==> config.mk <==
export PLATFORM = sky130hd
export DESIGN_NAME = link_status_register_slave
export DESIGN_NICKNAME = d
export VERILOG_FILES = /design/src/hdl/lsrs_pkg.sv /design/src/hdl/link_status_register_slave.sv /design/src/hdl/lsrs_ram.sv /design/src/hdl/lsrs_apb.sv /design/src/hdl/lsrs_ctrl.sv /design/src/hdl/lsrs_dp.sv
export SDC_FILE = /design/constraint.sdc
export NUM_CORES = 1
export LEC_CHECK = 0
export BUFFER_PORTS_ARGS = -buffer_cell sky130_fd_sc_hd__buf_2
export CORE_MARGIN = 2
export CORE_UTILIZATION = 35
export DETAILED_ROUTE_END_ITERATION = 8
export PLACE_DENSITY_LB_ADDON = 0.05
export SLEW_MARGIN = 40
export SYNTH_ARGS = -nofsm -noshare
export SYNTH_HDL_FRONTEND = slang
export SYNTH_SLANG_ARGS = --single-unit
==> constraint.sdc <==
create_clock -name i_clk -period 11.95 [get_ports i_clk]
set_input_delay 1.7925 -clock i_clk [delete_from_list [all_inputs] [get_ports i_clk]]
set_output_delay 1.7925 -clock i_clk [all_outputs]
set_load 0.1 [all_outputs]
==> src/hdl/lsrs_pkg.sv <==
// Shared types, register codes and helper functions for the link status
// register slave. No dependencies; every other file of the block but lsrs_ram uses it.

package lsrs_pkg;

    // Default size of the peer name store.
    localparam int NAME_BYTES_DEF = 32;

    // Item kinds.
    localparam logic [3:0] KIND_TICK    = 4'd0;
    localparam logic [3:0] KIND_CONN    = 4'd1;
    localparam logic [3:0] KIND_DISC    = 4'd2;
    localparam logic [3:0] KIND_START   = 4'd3;
    localparam logic [3:0] KIND_STOP    = 4'd4;
    localparam logic [3:0] KIND_VOLUME  = 4'd5;
    localparam logic [3:0] KIND_NAME    = 4'd6;
    localparam logic [3:0] KIND_WRITE   = 4'd7;
    localparam logic [3:0] KIND_READ    = 4'd8;

    // Link state codes.
    localparam logic [1:0] LINK_DISCONNECTED = 2'd1;
    localparam logic [1:0] LINK_CONNECTED    = 2'd2;
    localparam logic [1:0] LINK_PLAYING      = 2'd3;

    // Media action codes.
    localparam logic [2:0] MEDIA_NONE  = 3'd0;
    localparam logic [2:0] MEDIA_PLAY  = 3'd1;
    localparam logic [2:0] MEDIA_PAUSE = 3'd2;
    localparam logic [2:0] MEDIA_NEXT  = 3'd3;
    localparam logic [2:0] MEDIA_PREV  = 3'd4;

    // Media command data bytes.
    localparam logic [7:0] MCMD_PLAY_PAUSE = 8'd1;
    localparam logic [7:0] MCMD_NEXT       = 8'd2;
    localparam logic [7:0] MCMD_PREV       = 8'd3;

    // Bus register map.
    localparam logic [7:0] REG_STATE    = 8'h01;
    localparam logic [7:0] REG_SIGNAL   = 8'h02;
    localparam logic [7:0] REG_VOLUME   = 8'h03;
    localparam logic [7:0] REG_MEDIA    = 8'h0A;
    localparam logic [7:0] REG_NAME     = 8'h10;
    localparam logic [7:0] REG_VERSION  = 8'hF0;
    localparam logic [7:0] VERSION_BYTE = 8'd1;

    // Configuration register indexes and reset values.
    localparam logic [1:0]  CFG_IDLE_TIMEOUT = 2'd0;
    localparam logic [1:0]  CFG_INT_PULSE    = 2'd1;
    localparam logic [1:0]  CFG_SIGNAL_LEVEL = 2'd2;
    localparam logic [23:0] IDLE_TIMEOUT_RST = 24'd300000;
    localparam logic [7:0]  INT_PULSE_RST    = 8'd5;
    localparam logic [7:0]  SIGNAL_LEVEL_RST = 8'd200;
    localparam logic [6:0]  VOLUME_RST       = 7'd50;

    typedef struct packed {
        logic [23:0] idle_timeout;
        logic [7:0]  int_pulse;
        logic [7:0]  signal_level;
    } t_cfg;

    // Commands from the controller to the datapath.
    typedef struct packed {
        logic exec;        // handle a single-result word now
        logic name_start;  // latch the start of a name read
        logic rd_issue;    // read the name store at the scan index
        logic step;        // consume the byte just read
        logic emit;        // load that byte into the output register
    } t_cmd;

    // Status from the datapath to the controller.
    typedef struct packed {
        logic out_free;
        logic name_read;
        logic idx_ge_start;
        logic idx_last;
    } t_sts;

    // Maps 0..127 to floor(v * 100 / 127). Division by 2^7 - 1 is done as
    // (p + (p >> 7) + 1) >> 7, which is exact over the range of p here.
    function automatic logic [6:0] vol_scale(input logic [6:0] v);
        logic [13:0] p;
        logic [14:0] s;
        p = 14'({v, 6'd0}) + 14'({v, 5'd0}) + 14'({v, 2'd0});
        s = 15'(p) + 15'(p >> 7) + 15'd1;
        return s[13:7];
    endfunction

endpackage

==> src/hdl/link_status_register_slave.sv <==
// Top level of the link status register slave.
// Depends on lsrs_pkg, lsrs_apb, lsrs_ctrl and lsrs_dp.

// Status register bank of an audio link. Every input word except a name
// read is handled in the cycle it is accepted and yields one output word
// through the output register, so such words can be taken back to back
// while the output side keeps pace. A bus read with the register pointer in
// the name window scans the name store from its first byte through a RAM
// with registered read, one read state and one check state per byte, to
// find the end of the name; it returns one byte per word from the
// pointer's offset to the end of the store with last set on the final
// byte, and holds off new input until that final byte is in the output
// register. The name store needs no clearing pass: per-entry valid bits
// are cleared at reset and on a disconnect.

module link_status_register_slave #(
    parameter int NAME_BYTES = lsrs_pkg::NAME_BYTES_DEF
) (
    input  logic        i_clk,
    input  logic        i_rst_n,
    input  logic        i_in_valid,
    output logic        o_in_ready,
    input  logic [3:0]  i_kind,
    input  logic [6:0]  i_volume_in,
    input  logic [4:0]  i_name_index,
    input  logic [7:0]  i_name_char,
    input  logic [7:0]  i_bus_reg,
    input  logic [7:0]  i_bus_data,
    input  logic        i_bus_has_data,
    output logic        o_out_valid,
    input  logic        i_out_ready,
    output logic [7:0]  o_read_data,
    output logic        o_read_valid,
    output logic        o_last,
    output logic        o_int_level,
    output logic        o_disconnect_request,
    output logic [2:0]  o_media_action,
    input  logic        psel,
    input  logic        penable,
    input  logic        pwrite,
    input  logic [3:0]  paddr,
    input  logic [31:0] pwdata,
    output logic [31:0] prdata,
    output logic        pready
);
    lsrs_pkg::t_cfg cfg;
    lsrs_pkg::t_cmd cmd;
    lsrs_pkg::t_sts sts;

    lsrs_apb u_apb (
        .i_clk   (i_clk),
        .i_rst_n (i_rst_n),
        .psel    (psel),
        .penable (penable),
        .pwrite  (pwrite),
        .paddr   (paddr),
        .pwdata  (pwdata),
        .prdata  (prdata),
        .pready  (pready),
        .o_cfg   (cfg)
    );

    lsrs_ctrl u_ctrl (
        .i_clk      (i_clk),
        .i_rst_n    (i_rst_n),
        .i_in_valid (i_in_valid),
        .o_in_ready (o_in_ready),
        .i_sts      (sts),
        .o_cmd      (cmd)
    );

    lsrs_dp #(
        .NAME_BYTES (NAME_BYTES)
    ) u_dp (
        .i_clk                (i_clk),
        .i_rst_n              (i_rst_n),
        .i_cfg                (cfg),
        .i_cmd                (cmd),
        .o_sts                (sts),
        .i_kind               (i_kind),
        .i_volume_in          (i_volume_in),
        .i_name_index         (i_name_index),
        .i_name_char          (i_name_char),
        .i_bus_reg            (i_bus_reg),
        .i_bus_data           (i_bus_data),
        .i_bus_has_data       (i_bus_has_data),
        .o_out_valid          (o_out_valid),
        .i_out_ready          (i_out_ready),
        .o_read_data          (o_read_data),
        .o_read_valid         (o_read_valid),
        .o_last               (o_last),
        .o_int_level          (o_int_level),
        .o_disconnect_request (o_disconnect_request),
        .o_media_action       (o_media_action)
    );
endmodule

==> src/hdl/lsrs_ram.sv <==
// Generic single-port-write, single-port-read RAM with registered read.
// No dependencies.

module lsrs_ram #(
    parameter int WIDTH = 8,
    parameter int DEPTH = 32,
    localparam int AW = (DEPTH > 1) ? $clog2(DEPTH) : 1
) (
    input  logic                   i_clk,
    input  logic                   i_we,
    input  logic [AW-1:0]          i_waddr,
    input  logic [WIDTH-1:0]       i_wdata,
    input  logic                   i_re,
    input  logic [AW-1:0]          i_raddr,
    output logic [WIDTH-1:0]       o_rdata
);
    logic [WIDTH-1:0] r_mem [DEPTH];
    logic [WIDTH-1:0] r_rdata;

    always_ff @(posedge i_clk) begin
        if (i_we) begin
            r_mem[i_waddr] <= i_wdata;
        end
        if (i_re) begin
            r_rdata <= r_mem[i_raddr];
        end
    end

    assign o_rdata = r_rdata;
endmodule

==> src/hdl/lsrs_apb.sv <==
// Configuration register file on an APB-style port.
// Depends on lsrs_pkg for register indexes, reset values and t_cfg.

module lsrs_apb (
    input  logic                 i_clk,
    input  logic                 i_rst_n,
    input  logic                 psel,
    input  logic                 penable,
    input  logic                 pwrite,
    input  logic [3:0]           paddr,
    input  logic [31:0]          pwdata,
    output logic [31:0]          prdata,
    output logic                 pready,
    output lsrs_pkg::t_cfg       o_cfg
);
    lsrs_pkg::t_cfg r_cfg;
    logic           wr_en;

    assign pready = 1'b1;
    assign wr_en  = psel && penable && pwrite;

    always_ff @(posedge i_clk) begin
        if (!i_rst_n) begin
            r_cfg.idle_timeout <= lsrs_pkg::IDLE_TIMEOUT_RST;
            r_cfg.int_pulse    <= lsrs_pkg::INT_PULSE_RST;
            r_cfg.signal_level <= lsrs_pkg::SIGNAL_LEVEL_RST;
        end else if (wr_en) begin
            case (paddr[3:2])
                lsrs_pkg::CFG_IDLE_TIMEOUT: r_cfg.idle_timeout <= pwdata[23:0];
                lsrs_pkg::CFG_INT_PULSE:    r_cfg.int_pulse    <= pwdata[7:0];
                lsrs_pkg::CFG_SIGNAL_LEVEL: r_cfg.signal_level <= pwdata[7:0];
                default: ;
            endcase
        end
    end

    always_comb begin
        case (paddr[3:2])
            lsrs_pkg::CFG_IDLE_TIMEOUT: prdata = {8'd0, r_cfg.idle_timeout};
            lsrs_pkg::CFG_INT_PULSE:    prdata = {24'd0, r_cfg.int_pulse};
            lsrs_pkg::CFG_SIGNAL_LEVEL: prdata = {24'd0, r_cfg.signal_level};
            default:                    prdata = 32'd0;
        endcase
    end

    assign o_cfg = r_cfg;
endmodule

==> src/hdl/lsrs_ctrl.sv <==
// Controller for the link status register slave: accepts words and
// sequences the byte-by-byte scan of the name store on a name read.
// Depends on lsrs_pkg for t_cmd and t_sts.

module lsrs_ctrl (
    input  logic            i_clk,
    input  logic            i_rst_n,
    input  logic            i_in_valid,
    output logic            o_in_ready,
    input  lsrs_pkg::t_sts  i_sts,
    output lsrs_pkg::t_cmd  o_cmd
);
    localparam logic [1:0] S_IDLE = 2'd0;
    localparam logic [1:0] S_RD   = 2'd1;
    localparam logic [1:0] S_CHK  = 2'd2;

    logic [1:0] r_state;
    logic [1:0] n_state;
    logic       accept;

    assign o_in_ready = (r_state == S_IDLE) && i_sts.out_free;
    assign accept     = i_in_valid && o_in_ready;

    always_comb begin
        n_state = r_state;
        o_cmd   = '0;
        case (r_state)
            S_IDLE: begin
                if (accept) begin
                    if (i_sts.name_read) begin
                        o_cmd.name_start = 1'b1;
                        n_state          = S_RD;
                    end else begin
                        o_cmd.exec = 1'b1;
                    end
                end
            end
            S_RD: begin
                o_cmd.rd_issue = 1'b1;
                n_state        = S_CHK;
            end
            S_CHK: begin
                // Bytes ahead of the start offset are scanned only to find
                // the end of the name; they are not returned.
                if (!i_sts.idx_ge_start) begin
                    o_cmd.step = 1'b1;
                    n_state    = S_RD;
                end else if (i_sts.out_free) begin
                    o_cmd.step = 1'b1;
                    o_cmd.emit = 1'b1;
                    n_state    = i_sts.idx_last ? S_IDLE : S_RD;
                end
            end
            default: n_state = S_IDLE;
        endcase
    end

    always_ff @(posedge i_clk) begin
        if (!i_rst_n) begin
            r_state <= S_IDLE;
        end else begin
            r_state <= n_state;
        end
    end
endmodule

==> src/hdl/lsrs_dp.sv <==
// Datapath for the link status register slave: link state, timers, name
// store, the single-word event logic and the output register.
// Depends on lsrs_pkg and lsrs_ram.

module lsrs_dp #(
    parameter int NAME_BYTES = lsrs_pkg::NAME_BYTES_DEF
) (
    input  logic            i_clk,
    input  logic            i_rst_n,
    input  lsrs_pkg::t_cfg  i_cfg,
    input  lsrs_pkg::t_cmd  i_cmd,
    output lsrs_pkg::t_sts  o_sts,
    input  logic [3:0]      i_kind,
    input  logic [6:0]      i_volume_in,
    input  logic [4:0]      i_name_index,
    input  logic [7:0]      i_name_char,
    input  logic [7:0]      i_bus_reg,
    input  logic [7:0]      i_bus_data,
    input  logic            i_bus_has_data,
    output logic            o_out_valid,
    input  logic            i_out_ready,
    output logic [7:0]      o_read_data,
    output logic            o_read_valid,
    output logic            o_last,
    output logic            o_int_level,
    output logic            o_disconnect_request,
    output logic [2:0]      o_media_action
);
    localparam int AW = (NAME_BYTES > 1) ? $clog2(NAME_BYTES) : 1;
    localparam logic [AW-1:0] IDX_LAST = AW'(NAME_BYTES - 1);
    localparam logic [8:0] NAME_END = 9'(int'(lsrs_pkg::REG_NAME) + NAME_BYTES);

    // Link state.
    logic [1:0]            r_link,  n_link;
    logic                  r_conn,  n_conn;
    logic                  r_play,  n_play;
    logic [6:0]            r_vol,   n_vol;
    logic [7:0]            r_ptr,   n_ptr;
    logic [23:0]           r_idle,  n_idle;
    logic                  r_pend,  n_pend;
    logic [7:0]            r_icnt,  n_icnt;
    logic [NAME_BYTES-1:0] r_name_vld, n_name_vld;

    // Name read scan.
    logic [AW-1:0]         r_idx;
    logic [AW-1:0]         r_start;
    logic                  r_seen_zero;
    logic                  r_rd_vld;

    // Output register.
    logic                  r_out_vld;
    logic [7:0]            r_out_data;
    logic                  r_out_rvld;
    logic                  r_out_last;
    logic                  r_out_int;
    logic                  r_out_disc;
    logic [2:0]            r_out_media;

    // Single-word result.
    logic [7:0]            ex_data;
    logic                  ex_rvld;
    logic                  ex_disc;
    logic [2:0]            ex_media;

    logic [23:0]           idle_inc;
    logic [7:0]            icnt_inc;
    logic                  name_wr_ok;
    logic                  ram_we;
    logic [7:0]            ram_rdata;
    logic [7:0]            raw_byte;
    logic [7:0]            name_byte;
    logic                  ptr_in_name;

    assign ptr_in_name = (r_ptr >= lsrs_pkg::REG_NAME) && ({1'b0, r_ptr} < NAME_END);
    assign name_wr_ok  = 32'(i_name_index) < 32'(NAME_BYTES);
    assign ram_we      = i_cmd.exec && (i_kind == lsrs_pkg::KIND_NAME) && name_wr_ok;

    assign idle_inc = (r_idle == '1) ? r_idle : r_idle + 24'd1;
    assign icnt_inc = (r_icnt == '1) ? r_icnt : r_icnt + 8'd1;

    lsrs_ram #(
        .WIDTH (8),
        .DEPTH (NAME_BYTES)
    ) u_name_ram (
        .i_clk   (i_clk),
        .i_we    (ram_we),
        .i_waddr (AW'(i_name_index)),
        .i_wdata (i_name_char),
        .i_re    (i_cmd.rd_issue),
        .i_raddr (r_idx),
        .o_rdata (ram_rdata)
    );

    // An entry never written since reset or the last disconnect reads zero.
    assign raw_byte  = r_rd_vld ? ram_rdata : 8'd0;
    assign name_byte = r_seen_zero ? 8'd0 : raw_byte;

    assign o_sts.out_free     = !r_out_vld || i_out_ready;
    assign o_sts.name_read    = (i_kind == lsrs_pkg::KIND_READ) && ptr_in_name;
    assign o_sts.idx_ge_start = r_idx >= r_start;
    assign o_sts.idx_last     = r_idx == IDX_LAST;

    always_comb begin
        n_link     = r_link;
        n_conn     = r_conn;
        n_play     = r_play;
        n_vol      = r_vol;
        n_ptr      = r_ptr;
        n_idle     = r_idle;
        n_pend     = r_pend;
        n_icnt     = r_icnt;
        n_name_vld = r_name_vld;
        ex_data    = 8'd0;
        ex_rvld    = 1'b0;
        ex_disc    = 1'b0;
        ex_media   = lsrs_pkg::MEDIA_NONE;
        if (i_cmd.exec) begin
            case (i_kind)
                lsrs_pkg::KIND_TICK: begin
                    if (r_conn && !r_play) begin
                        if (idle_inc > i_cfg.idle_timeout) begin
                            ex_disc = 1'b1;
                            n_idle  = 24'd0;
                        end else begin
                            n_idle = idle_inc;
                        end
                    end else begin
                        n_idle = 24'd0;
                    end
                    if (r_pend) begin
                        n_icnt = icnt_inc;
                        if (icnt_inc >= i_cfg.int_pulse) begin
                            n_pend = 1'b0;
                        end
                    end
                end
                lsrs_pkg::KIND_CONN: begin
                    n_conn = 1'b1;
                    n_link = lsrs_pkg::LINK_CONNECTED;
                    n_idle = 24'd0;
                    n_pend = 1'b1;
                    n_icnt = 8'd0;
                end
                lsrs_pkg::KIND_DISC: begin
                    n_conn     = 1'b0;
                    n_link     = lsrs_pkg::LINK_DISCONNECTED;
                    n_name_vld = '0;
                    n_idle     = 24'd0;
                    n_pend     = 1'b1;
                    n_icnt     = 8'd0;
                end
                lsrs_pkg::KIND_START: begin
                    n_play = 1'b1;
                    n_link = lsrs_pkg::LINK_PLAYING;
                    n_pend = 1'b1;
                    n_icnt = 8'd0;
                end
                lsrs_pkg::KIND_STOP: begin
                    n_play = 1'b0;
                    n_link = lsrs_pkg::LINK_CONNECTED;
                    n_idle = 24'd0;
                    n_pend = 1'b1;
                    n_icnt = 8'd0;
                end
                lsrs_pkg::KIND_VOLUME: begin
                    n_vol  = lsrs_pkg::vol_scale(i_volume_in);
                    n_pend = 1'b1;
                    n_icnt = 8'd0;
                end
                lsrs_pkg::KIND_NAME: begin
                    if (name_wr_ok) begin
                        n_name_vld[AW'(i_name_index)] = 1'b1;
                    end
                end
                lsrs_pkg::KIND_WRITE: begin
                    n_ptr = i_bus_reg;
                    if (i_bus_has_data && (i_bus_reg == lsrs_pkg::REG_MEDIA)) begin
                        case (i_bus_data)
                            lsrs_pkg::MCMD_PLAY_PAUSE:
                                ex_media = r_play ? lsrs_pkg::MEDIA_PAUSE
                                                  : lsrs_pkg::MEDIA_PLAY;
                            lsrs_pkg::MCMD_NEXT: ex_media = lsrs_pkg::MEDIA_NEXT;
                            lsrs_pkg::MCMD_PREV: ex_media = lsrs_pkg::MEDIA_PREV;
                            default:             ex_media = lsrs_pkg::MEDIA_NONE;
                        endcase
                    end
                end
                lsrs_pkg::KIND_READ: begin
                    ex_rvld = 1'b1;
                    case (r_ptr)
                        lsrs_pkg::REG_STATE:   ex_data = {6'd0, r_link};
                        lsrs_pkg::REG_SIGNAL:  ex_data = r_conn ? i_cfg.signal_level : 8'd0;
                        lsrs_pkg::REG_VOLUME:  ex_data = {1'b0, r_vol};
                        lsrs_pkg::REG_VERSION: ex_data = lsrs_pkg::VERSION_BYTE;
                        default:               ex_data = 8'd0;
                    endcase
                end
                default: ;
            endcase
        end
    end

    always_ff @(posedge i_clk) begin
        if (!i_rst_n) begin
            r_link     <= lsrs_pkg::LINK_DISCONNECTED;
            r_conn     <= 1'b0;
            r_play     <= 1'b0;
            r_vol      <= lsrs_pkg::VOLUME_RST;
            r_ptr      <= 8'd0;
            r_idle     <= 24'd0;
            r_pend     <= 1'b0;
            r_icnt     <= 8'd0;
            r_name_vld <= '0;
            r_out_vld  <= 1'b0;
        end else begin
            r_link     <= n_link;
            r_conn     <= n_conn;
            r_play     <= n_play;
            r_vol      <= n_vol;
            r_ptr      <= n_ptr;
            r_idle     <= n_idle;
            r_pend     <= n_pend;
            r_icnt     <= n_icnt;
            r_name_vld <= n_name_vld;
            if (i_cmd.exec || i_cmd.emit) begin
                r_out_vld <= 1'b1;
            end else if (i_out_ready) begin
                r_out_vld <= 1'b0;
            end
        end
    end

    always_ff @(posedge i_clk) begin
        if (i_cmd.name_start) begin
            r_idx       <= '0;
            r_start     <= AW'(r_ptr - lsrs_pkg::REG_NAME);
            r_seen_zero <= 1'b0;
        end else if (i_cmd.step) begin
            r_seen_zero <= r_seen_zero || (raw_byte == 8'd0);
            if (!o_sts.idx_last) begin
                r_idx <= r_idx + AW'(1);
            end
        end
        if (i_cmd.rd_issue) begin
            r_rd_vld <= r_name_vld[r_idx];
        end
        if (i_cmd.exec) begin
            r_out_data  <= ex_data;
            r_out_rvld  <= ex_rvld;
            r_out_last  <= 1'b1;
            r_out_int   <= n_pend;
            r_out_disc  <= ex_disc;
            r_out_media <= ex_media;
        end else if (i_cmd.emit) begin
            r_out_data  <= name_byte;
            r_out_rvld  <= 1'b1;
            r_out_last  <= o_sts.idx_last;
            r_out_int   <= r_pend;
            r_out_disc  <= 1'b0;
            r_out_media <= lsrs_pkg::MEDIA_NONE;
        end
    end

    assign o_out_valid          = r_out_vld;
    assign o_read_data          = r_out_data;
    assign o_read_valid         = r_out_rvld;
    assign o_last               = r_out_last;
    assign o_int_level          = r_out_int;
    assign o_disconnect_request = r_out_disc;
    assign o_media_action       = r_out_media;
endmodule

* Word level (Yosys, flattened, before mapping)
Memory sizes are Yosys's and may differ from the RTL's. A register that Yosys moved wholly into a read port is not among the register bits.
Index checks and enable logic that the tools add are counted.
** Word-level totals
- Flip-flop bits (word level) :: 154
- Bits in latches :: 0
- Memory bits (writable) :: 256
- ROM bits :: 0
- Input port bits :: 84
- Output and inout bits :: 50
- Logic and storage cells :: 175
- Memories :: 1
** Memories
- u_dp.u_name_ram.r_mem :: depth 32, bits a word 8, read ports 1, clocked after Yosys merged registers in 1, wr ports 1, RTL line lsrs_ram.sv:17 : logic [WIDTH-1:0] r_mem [DEPTH];
** Operators by class
- Add/subtract/negate cells :: 8
- Multiply operators :: 0
- Divide/modulo/power cells :: 0
- Order comparisons :: 8
- Eq/ne operators :: 27
- Shift-type cells :: 0
- Multiplexer cells :: 62
- Bitwise operators :: 2
- Reduce and logical (&&, ||, !) cells :: 43
** Operator list (number)
- 2-to-1 mux 24 bit :: 3
- one-hot mux 24 bit (3 select lines) :: 1
- 2-to-1 mux 8 bit :: 8
- one-hot mux 32 bit (2 select lines) :: 1
- one-hot mux 24 bit (2 select lines) :: 1
- == test 8 x 2 -> 1 bit, second input constant :: 4
- bitwise OR 32 bit :: 1
- one-hot mux 8 bit (4 select lines) :: 1
- 2-to-1 mux 1 bit :: 25
- adder 24 x 1 -> 24 bit, second input constant :: 1
- == test 24 bit, second input constant :: 1
- > comparator 24 bit :: 1
- AND reduction 2 bit :: 11
- 2-to-1 mux 2 bit :: 9
- == test 4 x 3 -> 1 bit, second input constant :: 4
- == test 8 x 1 -> 1 bit, second input constant :: 2
- == test 8 bit, second input constant :: 2
- one-hot mux 8 bit (2 select lines) :: 1
- adder 13 x 12 -> 14 bit :: 1
- adder 14 x 1 -> 14 bit, second input constant :: 1
- adder 14 x 7 -> 14 bit :: 1
- adder 14 x 9 -> 14 bit :: 1
- nonzero test 2 bit :: 7
- less-than comparator 5 x 6 -> 1 bit, second input constant :: 2
- 36 further kinds :: 60

* Logic depth before layout (Yosys ltp)
- Depth in word-level cells :: 9
- Gate-level depth with buffers :: 16
- Mapped depth without buffers :: 14

* Hierarchy
A second synthesis with hierarchy kept.
** Second synthesis, totals
- Cells, all modules :: 1423
- Area, all modules :: 19097.1 um2
** Modules (own cells, without submodules)
- lsrs_ram :: times used 1, cells each 417, area each 10133.5 um2, seq. area each 7927.6 um2
- lsrs_dp :: times used 1, cells each 761, area each 6840.3 um2, seq. area each 2442.3 um2
- lsrs_apb :: times used 1, cells each 229, area each 1966.9 um2, seq. area each 800.8 um2
- lsrs_ctrl :: times used 1, cells each 16, area each 156.4 um2, seq. area each 40.0 um2

* Worst setup path after synthesis
No wires, ideal clock.
- Path type :: input -> output
- From :: input port paddr[2]
- To :: output port prdata[5]
- Data arrival time :: 4722 ps
- Required time :: 10158 ps
- Path slack :: 5435 ps
- Cell stages on the path :: 4
- Path buffers :: 2
- Cells stage by stage :: clkbuf_1 > clkbuf_1 > mux2i_1 > o21ai_0
** Between the ends
- Longest elaborated chain between the ends :: 2
- Elaborated cells on any way between the ends :: 4
- Classes of those cells :: eq/ne: 2; mux: 1; reduce/logical: 1
** Ends and longest elaborated chain
- start, declared :: RTL line link_status_register_slave.sv:41 : input logic [3:0] paddr,
- == test 2 bit (tied with other cells) :: RTL line lsrs_apb.sv:38 : case (paddr[3:2])
- one-hot mux 24 bit (3 select lines) (*) :: RTL line lsrs_apb.sv:38
- end, declared :: RTL line link_status_register_slave.sv:43 : output logic [31:0] prdata,
Every way passes the cells marked *; elsewhere a longest branch is shown, timed or not.

* Worst setup path in the final report
- From :: input port paddr[3]
- To :: output port prdata[0]
Same word-level chain as after synthesis.

==> flow_metrics.env <==
export IMPL_setup_worst_path_class="in -> out"
export IMPL_numClockSinks=418
export IMPL_synth_seq_area_share=0.595
export IMPL_clock_skew_ps=26.5
export IMPL_final_instance_count_excl_fill=2257
export IMPL_grt_pass1_wl_um=73400
export IMPL_cts_tree="yes"
export IMPL_floorplan_die_width_um=236
export IMPL_grt_start_max_net_pins=54
export IMPL_synth_seq_cells=418
export IMPL_edff_count_synth=284
export IMPL_cp_startpoint="paddr[3]"
export IMPL_final_layout_size_suffix_gt1_frac=0.238
export IMPL_totalWireLength_um=47700
export IMPL_final_hold_violation_count=0
export IMPL_fin_crit_ps=5280
export IMPL_num_fill_cells=4993
export IMPL_via_per_inst=5.21
export IMPL_timing_critical_path_required_ps=10160
export IMPL_design_die_area_sq_um=55700
export IMPL_die_height_um=236
export IMPL_library_cells_used_by_synthesis=67
export IMPL_count_of_standard_cell_rows=85
export IMPL_maxClockFrequency_ghz=0.189
export IMPL_power_leakage_nw=7.65
export IMPL_timing_final_crit_share=0.442
export IMPL_status="finished, final reports clean"
export IMPL_min_delay_path_class="reg -> reg"
export IMPL_cap_viol_max_count=0
export IMPL_detailedRoute_firstPassIterationCount=7
export IMPL_layout_area_seq_sq_um=11200
export IMPL_num_cts_buffers=48
export IMPL_hold_path_startpoint="u_dp.r_seen_zero"
export IMPL_tightest_slew_ps=725
export IMPL_num_nets_final=1667
export IMPL_end_of_flow_core_utilization=0.411
export IMPL_mapped_cell_area_sq_um=18800
export IMPL_placeableCoreArea_sq_um=53500
export IMPL_r2r_worst_path_cells=13
export IMPL_power_share_combinational=0.064
export IMPL_dominant_synthesized_flop_cell="sky130_fd_sc_hd__edfxtp_1"
export IMPL_postLayoutSetupSlackWorst_ps=6670
export IMPL_clockRootBuffer="sky130_fd_sc_hd__clkbuf_16"
export IMPL_worst_r2r_startpoint="u_dp.r_idle[5]"
export IMPL_yosysWarningCount=0
export IMPL_drc=0
export IMPL_grt_use_total=0.172
export IMPL_setup_viol=0
export IMPL_critPathMaxFanout=29
export IMPL_layout_commonest_cell="sky130_fd_sc_hd__edfxtp_1"
export IMPL_irDropWorstVdd_mv=0.105
export IMPL_cts_hold_buffers=0
export IMPL_cts_max_path_buffers=3
export IMPL_place_port_buffers=114
export IMPL_overall_power_after_layout_mw=3.35
export IMPL_dp_worst_setup_slack_ps=6080
export IMPL_internal_power_mw=2.57
export IMPL_post_dp_hpwl_um=32200
export IMPL_worst_setup_path_end_kind="primary output"
export IMPL_maxSlewViolCount=0
export IMPL_setup_total_negative_slack_ps=0
export IMPL_cp_start_kind="primary input"
export IMPL_placed_cells_incl_taps=2167
export IMPL_total_switching_power_uw=778
export IMPL_timing_slew_headroom=0.515
export IMPL_power_share_sequential=0.464
export IMPL_final_cell_mix="sky130_fd_sc_hd__edfxtp_1 (284), sky130_fd_sc_hd__nand2_1 (142), sky130_fd_sc_hd__dfxtp_1 (132)"
export IMPL_synth_async_sr_flop_share=0
export IMPL_power_density_nw_per_um2=152
export IMPL_swShare=0.232
export IMPL_synth_area_leader_cell="sky130_fd_sc_hd__edfxtp_1"
export IMPL_avgRoutedWirePerCell_um=21.1
export IMPL_clk_insertion_delay_late_ps=600
export IMPL_post_synth_main_area_contributors="sky130_fd_sc_hd__edfxtp_1 (45%), sky130_fd_sc_hd__dfxtp_1 (14%), sky130_fd_sc_hd__mux4_2 (11%)"
export IMPL_mean_area_per_synthesized_cell_sq_um=13.3
export IMPL_gr_total_overflow=0
export IMPL_area_share_of_the_leading_cell_type_in_the_synthesized_netlist=0.452
export IMPL_number_of_post_cts_setup_repair_buffers=0
export IMPL_hold_path_cell_count=2
export IMPL_syn_to_final_growth_pct=16.6
export IMPL_worstPathArrival_ps=3490
export IMPL_start_util=0.352
export IMPL_postRouteAntennaNets=0
export IMPL_synth_cells=1415
export IMPL_combined_area_of_the_multi_input_logic_cells_sq_um=7250
export IMPL_gpl_final_weighted_congestion=0.771
export IMPL_htree_num_levels=2
export IMPL_clk_pin_slew_ps=60
export IMPL_number_of_vias_in_the_routed_layout=11800
export IMPL_floorplan_io_pins=134
export IMPL_via_count_of_the_first_global_routing_pass=12000
export IMPL_power_share_of_the_clock_group=0.472
export IMPL_setup_repair_after_global_routing_missed_its_margin="false"
export IMPL_drt_iter0_drc=683
export IMPL_postCtsResizedCells=0
export IMPL_n_antenna_cell=0
export IMPL_antenna_found_initial=0
## power groups by stage
stage | logic, mW | registers, mW | clock network [mW]
after floorplan | 0.127 | 1.60 | 0
after detailed placement | 0.213 | 1.59 | 0
final | 0.213 | 1.55 | 1.58
after CTS | 0.214 | 1.56 | 1.63
after global placement | 0.208 | 1.59 | 0
after global routing | 0.233 | 1.56 | 1.68
## sequential cells by signal, indices dropped and copies added (netlist names)
name	cells
u_dp.o_disconnect_request	1
u_dp.r_icnt	8
u_dp.r_link	2
u_apb.o_cfg	40
u_dp.o_read_valid	1
u_dp.r_idle	24
u_dp.r_play	1
u_dp.r_pend	1
u_dp.r_ptr	8
u_dp.o_int_level	1
u_dp.u_name_ram.o_rdata	8
u_dp.r_vol	7
u_dp.r_start	5
u_dp.u_name_ram.r_mem	256
u_ctrl.r_state	2
u_dp.o_out_valid	1
u_dp.r_conn	1
u_dp.r_rd_vld	1
u_dp.o_last	1
u_dp.r_name_vld	32
u_dp.r_idx	5
u_dp.o_media_action	3
u_dp.r_seen_zero	1
u_dp.o_read_data	8
## synth_stat cells, drive strengths merged (6+ instances only)
master / count
o211ai: 28
a22o: 17
nand3: 25
o21a: 41
nor2b: 10
nand2: 142
or2: 6
a21oi: 61
xor2: 13
inv: 50
ha: 57
mux2: 13
clkbuf: 51
and3: 18
nand4: 24
edfxtp: 284
o21ai: 41
or4: 7
nand2b: 8
nor4: 10
nor2: 88
nor3: 38
xnor2: 16
buf: 29
mux2i: 27
a211oi: 8
dfxtp: 134
mux4: 90
nor3b: 7
a32o: 10
## per-stage QoR
stage	hold slack, ps	instance area (sq um)
final	452	22000
after global routing	469	22000
after CTS	456	21900
after detailed placement	448	20200
after global placement	441	20100
after floorplan	406	18900
## layout make-up
type	count	area share
Sequential cell	418	0.511
Clock buffer	59	0.0584
Tap cell	696	0.0396
Inverter	50	0.00854
Multi-Input combinational cell	874	0.330
Clock inverter	30	0.0192
Timing Repair Buffer	130	0.0334
## worst max-delay path: stages
cell,delay (ps)
sky130_fd_sc_hd__buf_2,420
sky130_fd_sc_hd__nor2b_1,590
sky130_fd_sc_hd__nand2_1,100
sky130_fd_sc_hd__o21ai_0,110
sky130_fd_sc_hd__buf_2,470
## kinds of logic after synthesis
| group | after synthesis | share of synthesized area |
|---|---|---|
| muxes | 130 | 0.130 |
| and+or+nand+nor | 408 | 0.106 |
| xor gates and xnor gates | 29 | 0.0135 |
| AOI/OAI and AO/OA | 237 | 0.0853 |
| adders and majority gates | 61 | 0.0421 |
| buffers and inverters | 130 | 0.0283 |
| DFF | 418 | 0.595 |
| other | 2 | 0.000398 |
## metal layers
layer | global-route usage | up-vias | share of wire | wire [um]
met4 | 0.0517 | 0 | 0.023 | 1100
met5 | 0 | - | 0 | 0
met2 | 0.272 | 196 | 0.45 | 21700
met1 | 0.245 | 5893 | 0.49 | 23200
li1 | - | 5618 | - | -
met3 | 0.0263 | 62 | 0.036 | 1730
## worst paths after layout
path	end	slack (ps)
setup / recovery	prdata[0]	6670
hold / removal	u_dp.r_seen_zero	450
setup reg to reg	u_dp.r_idle[16]	7840
hold reg to reg	u_dp.r_seen_zero	450
(Power assumes the default switching activity.)
